## config.mk

```make
export PLATFORM = sky130hd
export DESIGN_NAME = pitch_note_frequency_converter_unit
export DESIGN_NICKNAME = d
export VERILOG_FILES = /design/src/rtl/pnfc_pkg.sv /design/src/rtl/pnfc_mul.sv /design/src/rtl/pnfc_div.sv /design/src/rtl/pitch_note_frequency_converter_unit.sv
export SDC_FILE = /design/constraint.sdc
export NUM_CORES = 2
export LEC_CHECK = 0
export BUFFER_PORTS_ARGS = -buffer_cell sky130_fd_sc_hd__buf_4
export CAP_MARGIN = 25
export CORE_MARGIN = 10
export CORE_UTILIZATION = 60
export CTS_CLUSTER_DIAMETER = 80
export CTS_CLUSTER_SIZE = 10
export DETAILED_ROUTE_END_ITERATION = 6
export PLACE_DENSITY = 0.78
export SLEW_MARGIN = 20
export SYNTH_ARGS = -nofsm -noshare
export SYNTH_HDL_FRONTEND = slang
export SYNTH_SLANG_ARGS = --single-unit
```

## constraint.sdc

```tcl
create_clock -name clk_i -period 12 [get_ports clk_i]
set_input_delay 0.6 -clock clk_i [delete_from_list [all_inputs] [get_ports clk_i]]
set_output_delay 0.6 -clock clk_i [all_outputs]
set_load 0.02 [all_outputs]
```

## src/rtl/pnfc_pkg.sv

```systemverilog
// Package for the pitch/frequency converter: step tables, word layouts and helper functions.
// Used by every module of the block; depends on nothing.
`default_nettype none
package pnfc_pkg;

  localparam int unsigned FreqW  = 24;
  localparam int unsigned InW    = 32;
  localparam int unsigned PitchW = 17;
  localparam int unsigned CoefW  = 17;
  localparam int unsigned NumW   = InW + 15;
  localparam int unsigned CntW   = $clog2(NumW + 1);
  localparam int unsigned AddrW  = 3;

  localparam logic [1:0] TabOct   = 2'd0;
  localparam logic [1:0] TabSemi  = 2'd1;
  localparam logic [1:0] TabFine  = 2'd2;
  localparam logic [1:0] TabXfine = 2'd3;

  localparam logic       OpToFreq  = 1'b0;
  localparam logic       OpToPitch = 1'b1;

  localparam logic [AddrW-1:0] RegBaseSelect = 3'd0;

  localparam logic [FreqW-1:0] Oct8363 [16] = '{
    24'd13594045, 24'd5394801, 24'd2140928, 24'd849628, 24'd337175, 24'd133808,
    24'd53102, 24'd21073, 24'd8363, 24'd3319, 24'd1317, 24'd523, 24'd207, 24'd82,
    24'd33, 24'd13};
  localparam logic [FreqW-1:0] Oct6848 [16] = '{
    24'd11131415, 24'd4417505, 24'd1753088, 24'd695713, 24'd276094, 24'd109568,
    24'd43482, 24'd17256, 24'd6848, 24'd2718, 24'd1078, 24'd428, 24'd170, 24'd67,
    24'd27, 24'd11};
  localparam logic [15:0] SemiSteps [16] = '{
    16'd32768, 16'd30929, 16'd29193, 16'd27554, 16'd26008, 16'd24548, 16'd23170,
    16'd21870, 16'd20643, 16'd19484, 16'd18390, 16'd17358, 16'd16384, 16'd15464,
    16'd14596, 16'd13777};
  localparam logic [15:0] FineSteps [16] = '{
    16'd32768, 16'd32650, 16'd32532, 16'd32415, 16'd32298, 16'd32182, 16'd32066,
    16'd31950, 16'd31835, 16'd31720, 16'd31606, 16'd31492, 16'd31379, 16'd31266,
    16'd31153, 16'd31041};
  localparam logic [15:0] XfineSteps [16] = '{
    16'd32768, 16'd32761, 16'd32753, 16'd32746, 16'd32738, 16'd32731, 16'd32724,
    16'd32716, 16'd32709, 16'd32702, 16'd32694, 16'd32687, 16'd32679, 16'd32672,
    16'd32665, 16'd32657};

  typedef struct packed {
    logic             start;
    logic [InW-1:0]   dividend;
    logic [FreqW-1:0] divisor;
  } div_req_t;

  typedef struct packed {
    logic           busy;
    logic [InW-1:0] quotient;
  } div_stat_t;

  function automatic logic [FreqW-1:0] tab_entry(input logic [1:0] sel, input logic base,
                                                 input logic [3:0] idx);
    logic [FreqW-1:0] e;
    unique case (sel)
      TabOct:   e = base ? Oct6848[idx] : Oct8363[idx];
      TabSemi:  e = {8'd0, SemiSteps[idx]};
      TabFine:  e = {8'd0, FineSteps[idx]};
      default:  e = {8'd0, XfineSteps[idx]};
    endcase
    return e;
  endfunction

  // First index whose following entry lies below f; the last index when none does.
  function automatic logic [3:0] pick_index(input logic [1:0] sel, input logic base,
                                            input logic [InW-1:0] f);
    logic [3:0] k;
    k = 4'd15;
    for (int i = 14; i >= 0; i--) begin
      if ({8'd0, tab_entry(sel, base, 4'(i + 1))} < f) begin
        k = 4'(i);
      end
    end
    return k;
  endfunction

endpackage
`default_nettype wire

```

## src/rtl/pnfc_mul.sv

```systemverilog
// Multiply-and-shift accumulator: the frequency is scaled by one step coefficient per cycle while step_i is high.
// Depends on pnfc_pkg.
`default_nettype none
module pnfc_mul import pnfc_pkg::*; (
  input  wire logic             clk_i,
  input  wire logic             load_i,
  input  wire logic [FreqW-1:0] init_i,
  input  wire logic             step_i,
  input  wire logic [CoefW-1:0] coef_i,
  output logic      [FreqW-1:0] acc_o
);

  logic [FreqW-1:0]       acc_q;
  logic [FreqW-1:0]       acc_d;
  logic [FreqW+CoefW-1:0] prod;

  // The coefficient never exceeds 65536, so the shifted product fits the accumulator.
  assign prod = (FreqW + CoefW)'(acc_q) * (FreqW + CoefW)'(coef_i);

  always_comb begin
    acc_d = acc_q;
    if (load_i) begin
      acc_d = init_i;
    end else if (step_i) begin
      acc_d = prod[FreqW+15:16];
    end
  end

  always_ff @(posedge clk_i) begin
    acc_q <= acc_d;
  end

  assign acc_o = acc_q;

endmodule
`default_nettype wire

```

## src/rtl/pnfc_div.sv

```systemverilog
// Restoring divider, one quotient bit per cycle: (dividend * 32768) / divisor, low 32 bits kept.
// Depends on pnfc_pkg.
`default_nettype none
module pnfc_div import pnfc_pkg::*; (
  input  wire logic     clk_i,
  input  wire logic     rst_ni,
  input  wire div_req_t req_i,
  output div_stat_t     stat_o
);

  logic             busy_q, busy_d;
  logic [CntW-1:0]  cnt_q, cnt_d;
  logic [NumW-1:0]  num_q, num_d;
  logic [FreqW-1:0] rem_q, rem_d;
  logic [FreqW-1:0] dvs_q, dvs_d;
  logic [InW-1:0]   quo_q, quo_d;
  logic [FreqW:0]   trial;
  logic [FreqW:0]   diff;
  logic             ge;

  assign trial = {rem_q, num_q[NumW-1]};
  assign diff  = trial - {1'b0, dvs_q};
  assign ge    = trial >= {1'b0, dvs_q};

  always_comb begin
    busy_d = busy_q;
    cnt_d  = cnt_q;
    num_d  = num_q;
    rem_d  = rem_q;
    dvs_d  = dvs_q;
    quo_d  = quo_q;
    if (req_i.start) begin
      busy_d = 1'b1;
      cnt_d  = CntW'(NumW);
      num_d  = {req_i.dividend, 15'd0};
      rem_d  = '0;
      dvs_d  = req_i.divisor;
      quo_d  = '0;
    end else if (busy_q) begin
      num_d = {num_q[NumW-2:0], 1'b0};
      rem_d = ge ? diff[FreqW-1:0] : trial[FreqW-1:0];
      quo_d = {quo_q[InW-2:0], ge};
      cnt_d = cnt_q - CntW'(1);
      if (cnt_q == CntW'(1)) begin
        busy_d = 1'b0;
      end
    end
  end

  always_ff @(posedge clk_i or negedge rst_ni) begin
    if (!rst_ni) begin
      busy_q <= 1'b0;
      cnt_q  <= '0;
    end else begin
      busy_q <= busy_d;
      cnt_q  <= cnt_d;
    end
  end

  always_ff @(posedge clk_i) begin
    num_q <= num_d;
    rem_q <= rem_d;
    dvs_q <= dvs_d;
    quo_q <= quo_d;
  end

  assign stat_o.busy     = busy_q;
  assign stat_o.quotient = quo_q;

endmodule
`default_nettype wire

```

## src/rtl/pitch_note_frequency_converter_unit.sv

```systemverilog
// Pitch to frequency: three multiply steps, then the output register.
// Frequency to pitch: a table search per table, each but the last followed by a 47-step divide.
// One word is in work at a time; the input is ready again once the result is registered,
// and a stalled output holds the unit in its finish state until the result can be registered.
// Reset clears the sequencer, the output valid and base_select (8363 Hz table).
// Depends on pnfc_pkg, pnfc_mul and pnfc_div.
`default_nettype none
module pitch_note_frequency_converter_unit import pnfc_pkg::*; (
  input  wire logic              clk_i,
  input  wire logic              rst_ni,
  input  wire logic              s_axis_tvalid_i,
  output logic                   s_axis_tready_o,
  input  wire logic [47:0]       s_axis_tdata_i,   // pitch_in [15:0], freq_in [47:16]
  input  wire logic              s_axis_tuser_i,   // opcode
  output logic                   m_axis_tvalid_o,
  input  wire logic              m_axis_tready_i,
  output logic      [47:0]       m_axis_tdata_o,   // freq_out [23:0], pitch_out [40:24]
  input  wire logic              psel,
  input  wire logic              penable,
  input  wire logic              pwrite,
  input  wire logic [AddrW-1:0]  paddr,
  input  wire logic [31:0]       pwdata,
  output logic      [31:0]       prdata,
  output logic                   pready
);

  typedef enum logic [2:0] {
    StIdle,
    StMul,
    StSrch,
    StDiv,
    StFinish
  } state_e;

  state_e           state_q;
  logic [1:0]       step_q;
  logic             opc_q;
  logic [15:0]      kvec_q;
  logic [InW-1:0]   f_q;
  logic             base_q;
  logic             m_valid_q;
  logic [47:0]      m_data_q;

  logic             accept;
  logic [15:0]      neg_pitch;
  logic [3:0]       oct_idx;
  logic [3:0]       nib;
  logic [FreqW-1:0] coef_ent;
  logic [CoefW-1:0] coef;
  logic [3:0]       pick;
  logic [FreqW-1:0] acc;
  logic             mul_load;
  logic             mul_step;
  div_req_t         div_req;
  div_stat_t        div_stat;
  logic [PitchW-1:0] pitch_res;

  // Configuration port.
  assign pready = 1'b1;
  assign prdata = (paddr == RegBaseSelect) ? {31'd0, base_q} : 32'd0;

  always_ff @(posedge clk_i or negedge rst_ni) begin
    if (!rst_ni) begin
      base_q <= 1'b0;
    end else if (psel && penable && pwrite && pready && paddr == RegBaseSelect) begin
      base_q <= pwdata[0];
    end
  end

  assign s_axis_tready_o = (state_q == StIdle);
  assign accept          = s_axis_tvalid_i && s_axis_tready_o;
  assign neg_pitch       = 16'd0 - s_axis_tdata_i[15:0];
  assign oct_idx         = neg_pitch[15:12] ^ 4'h8;

  always_comb begin
    unique case (step_q)
      2'd0:    nib = kvec_q[11:8];
      2'd1:    nib = kvec_q[7:4];
      default: nib = kvec_q[3:0];
    endcase
  end

  assign coef_ent = tab_entry(step_q + 2'd1, base_q, nib);
  assign coef     = {coef_ent[15:0], 1'b0};
  assign pick     = pick_index(step_q, base_q, f_q);

  assign mul_load = accept && (s_axis_tuser_i == OpToFreq);
  assign mul_step = (state_q == StMul);

  pnfc_mul u_mul (
    .clk_i  (clk_i),
    .load_i (mul_load),
    .init_i (tab_entry(TabOct, base_q, oct_idx)),
    .step_i (mul_step),
    .coef_i (coef),
    .acc_o  (acc)
  );

  assign div_req.start    = (state_q == StSrch) && (step_q != TabXfine);
  assign div_req.dividend = f_q;
  assign div_req.divisor  = tab_entry(step_q, base_q, pick);

  pnfc_div u_div (
    .clk_i  (clk_i),
    .rst_ni (rst_ni),
    .req_i  (div_req),
    .stat_o (div_stat)
  );

  // The four indices form u; the pitch is 32768 - u.
  assign pitch_res = PitchW'(32768) - {1'b0, kvec_q};

  always_ff @(posedge clk_i or negedge rst_ni) begin
    if (!rst_ni) begin
      state_q   <= StIdle;
      step_q    <= '0;
      opc_q     <= OpToFreq;
      kvec_q    <= '0;
      f_q       <= '0;
      m_valid_q <= 1'b0;
      m_data_q  <= '0;
    end else begin
      if (m_valid_q && m_axis_tready_i && state_q != StFinish) begin
        m_valid_q <= 1'b0;
      end
      unique case (state_q)
        StIdle: begin
          if (accept) begin
            opc_q  <= s_axis_tuser_i;
            step_q <= '0;
            f_q    <= s_axis_tdata_i[47:16];
            if (s_axis_tuser_i == OpToFreq) begin
              kvec_q  <= neg_pitch;
              state_q <= StMul;
            end else begin
              state_q <= StSrch;
            end
          end
        end
        StMul: begin
          step_q <= step_q + 2'd1;
          if (step_q == 2'd2) begin
            state_q <= StFinish;
          end
        end
        StSrch: begin
          unique case (step_q)
            TabOct:  kvec_q[15:12] <= pick;
            TabSemi: kvec_q[11:8]  <= pick;
            TabFine: kvec_q[7:4]   <= pick;
            default: kvec_q[3:0]   <= pick;
          endcase
          state_q <= (step_q == TabXfine) ? StFinish : StDiv;
        end
        StDiv: begin
          if (!div_stat.busy) begin
            f_q     <= div_stat.quotient;
            step_q  <= step_q + 2'd1;
            state_q <= StSrch;
          end
        end
        StFinish: begin
          if (!m_valid_q || m_axis_tready_i) begin
            m_valid_q <= 1'b1;
            if (opc_q == OpToFreq) begin
              m_data_q <= {7'd0, {PitchW{1'b0}}, acc};
            end else begin
              m_data_q <= {7'd0, pitch_res, {FreqW{1'b0}}};
            end
            state_q <= StIdle;
          end
        end
        default: state_q <= StIdle;
      endcase
    end
  end

  assign m_axis_tvalid_o = m_valid_q;
  assign m_axis_tdata_o  = m_data_q;

endmodule
`default_nettype wire
```

==> results_dict.tcl <==
set metrics [dict create \
    status "finished with violations" \
    violations "DRC" \
    relSlewSlack_pct 27.74 \
    path_class "reg -> reg" \
    syn_inst 3802 \
    cp_common_cell "fa_1" \
    synth_top_area_share_pct 19.07 \
    layout.nets 4495 \
    period_share_pct 86.94 \
    antenna_left 0 \
    dieWidth_um 251.0 \
    wl_per_cell_um 20.21 \
    postCtsHoldBufs 0 \
    synthArstFlopShare_pct 43.33 \
    post_cts_buffers 0 \
    antenna_found_initial 0 \
    crit_path_max_fanout 17 \
    dpl.hpwl_um 66350 \
    r2r_setup_slack_ns 1.57 \
    dieArea_mm2 0.06300 \
    vias_per_cell 6.211 \
    r2r-start "step_q[0]" \
    core_mm2 0.05266 \
    htreeDepth 1 \
    critPathSlowestCell "o31a_1" \
    yosys_warnings 0 \
    gp_congestion 0.9816 \
    io_pins 174 \
    insertion_delay_ns 0.59 \
    fmax_mhz 95.85 \
    cts_buffer_depth 3 \
    cts_inserted_buffers 29 \
    fillers 4403 \
    synthFlopType "dfrtp_1" \
    synth-seq-cells 240 \
    track_usage_pct 28.52 \
    period_needed_ns 10.43 \
    yosysSeqAreaShare_pct 19.13 \
    max_stage_delay_ns 0.86 \
    cp.required_ns 12.33 \
    avgSynthCellArea_um2 8.421 \
    hold_viol_final 0 \
    tns_ns 0 \
    via_count 27960 \
    num_rows 84 \
    drive_above_1_share_pct 7.472 \
    area_growth_pct 6.800 \
    cts_tree "yes" \
    r2r_cells 32 \
    end_kind "flop" \
    cts_root_buf "clkbuf_16" \
    cp_data_arrival_time_ns 10.76 \
    startpoint_type "flop" \
    worstReg2RegEnd "u_mul.acc_o[21]" \
    slew_viol_final 0 \
    cts-resized-gates 0 \
    synth.area.top_cells "fa_1 (19%), ha_1 (12%), dfrtp_1 (8.1%)" \
    start_util_pct 60.80 \
    grt_pass1_wl_um 148500 \
    rsz0062_at_grt "no" \
    clkTransAtPathRegs_ns 0.06 \
    synth_area_leader_cell "fa_1" \
    drc 5 \
    syn-cell-area_mm2 0.03202 \
    synth-edff-count 80 \
    maxCapViolations 0 \
    drtIter0Drc 2731 \
    grt_max_degree 104 \
    hold_class "in -> async" \
    dieHeight_um 251.0 \
    finalSetupViolCount 0 \
    io_buffer_count 103 \
    antennaDiodeCount 0 \
    cts_sinks 240 \
    ys_types 111 \
    worst_pin_slew_ns 1.079 \
    grt_pass1_vias 27840 \
    wl_um 90980 \
    skew_ns 0.02102 \
    dr.pass1.iters 7 \
    overflow 0 \
]
==> synthesized netlist by cell type (14+ instances only) <==
| cell type | instances |
|---|---|
| edfxtp_1 | 80 |
| o21ai_0 | 256 |
| nand4_1 | 25 |
| dfxtp_1 | 56 |
| o22ai_1 | 43 |
| buf_2 | 19 |
| and2_1 | 179 |
| and3_1 | 22 |
| a21oi_1 | 217 |
| nor2b_1 | 26 |
| nor3_1 | 47 |
| clkbuf_1 | 169 |
| nand2b_1 | 32 |
| o211ai_1 | 41 |
| a22o_1 | 17 |
| a21o_1 | 60 |
| inv_1 | 410 |
| xor2_1 | 30 |
| a31oi_1 | 28 |
| nor2_1 | 191 |
| dfrtp_1 | 104 |
| o21a_1 | 26 |
| a211oi_1 | 43 |
| buf_4 | 42 |
| ha_1 | 306 |
| mux2i_1 | 76 |
| buf_1 | 14 |
| nand3_1 | 47 |
| nand2_1 | 539 |
| fa_1 | 305 |
| xnor2_1 | 49 |
==> layout make-up <==
| class | count | area [µm²] | area share (%) |
|---|---|---|---|
| multi-input combinational | 2935 | 23460 | 68.61 |
| clock buffer | 49 | 822.0 | 2.404 |
| tap | 688 | 860.8 | 2.518 |
| timing repair buffer | 168 | 1310 | 3.831 |
| clock inverter | 3 | 37.54 | 0.1098 |
| sequential | 240 | 6131 | 17.93 |
| inverter | 419 | 1573 | 4.600 |
==> worst max path at each step <==
stage	startpoint	endpoint	slack, ns	cells after the start
after global routing	step_q[0]	u_mul.acc_o[21]	1.08	35
after CTS	step_q[0]	u_mul.acc_o[21]	1.72	33
after floorplan	step_q[1]	u_mul.acc_o[17]	2.41	39
after global placement	step_q[0]	u_mul.acc_o[21]	1.76	35
after detailed placement	step_q[0]	u_mul.acc_o[19]	1.73	33
final	step_q[0]	u_mul.acc_o[21]	1.57	32
==> registers in the layout, indices dropped and copies added (netlist names), 2 cells and up <==
| register | cells |
|---|---|
| u_div.quo_q | 32 |
| f_q | 32 |
| step_q | 2 |
| kvec_q | 16 |
| state_q | 3 |
| u_div.cnt_q | 6 |
| m_axis_tdata_o | 41 |
| u_mul.acc_o | 24 |
| u_div.dvs_q | 24 |
| u_div.rem_q | 24 |
| u_div.num_q | 32 |
==> per-stage QoR <==
step / util (%) / instances / hold slack, ns / area [µm²] / worst slack [ns]
3_5_place_dp: 63.17 / 4447 / 0.4673 / 33260 / 1.730
3_3_place_gp: 63.14 / 4446 / 0.4635 / 33250 / 1.761
6_report: 64.94 / 4502 / 0.03049 / 34190 / 1.567
4_1_cts: 64.80 / 4499 / 0.03975 / 34120 / 1.724
5_1_grt: 64.94 / 4502 / 0.06902 / 34190 / 1.076
2_1_floorplan: - / 3839 / 0.3044 / 32150 / 2.409
==> cells in the final DEF, fill, tap and decap left out, types with 39 or more instances in the layout <==
cell	n
nand3_1	46
dfrtp_1	102
a211oi_1	43
o21ai_0	255
o211ai_1	41
dfxtp_1	56
edfxtp_1	80
o22ai_1	39
buf_4	164
inv_1	409
ha_1	306
xnor2_1	49
a21oi_1	213
conb_1	39
nor3_1	47
mux2i_1	76
and2_1	179
a21o_1	60
fa_1	305
nand2_1	538
nor2_1	190
==> layer usage <==
layer	wire length, µm	share of wire (%)	global-route usage [%]
met1	37740	41	38.63
met2	41390	45	45.17
met3	8480	9.3	5.051
met4	3376	3.7	10.28
met5	0	0	0
==> cells by family (layout without fill, tap and decap cells) <==
group | Yosys count | in the layout | synth area share [%]
buffers and inverters | 664 | 639 | 8.375
adder cells (fa/ha/maj) | 611 | 611 | 31.03
flip-flops | 240 | 240 | 19.13
multiplexers | 80 | 80 | 2.517
AO/OA/AOI/OAI | 930 | 930 | 19.01
AND/OR/NAND/NOR | 1196 | 1196 | 17.75
XOR/XNOR | 79 | 79 | 2.161
other | 2 | 39 | 0.02346
==> worst max-delay path, delay by kind of cell (launching register included) <==
kind / cells / cell delay, ns
and+or+nand+nor: 3 / 0.73
adders and majority gates: 9 / 4.50
DFF: 1 / 0.49
xor gates and xnor gates: 1 / 0.19
buffers and inverters: 4 / 0.29
AOI/OAI and AO/OA: 15 / 3.98
Power is not shown: default switching activity piles up to over one toggle a cycle in this logic, so the estimate is an artifact.
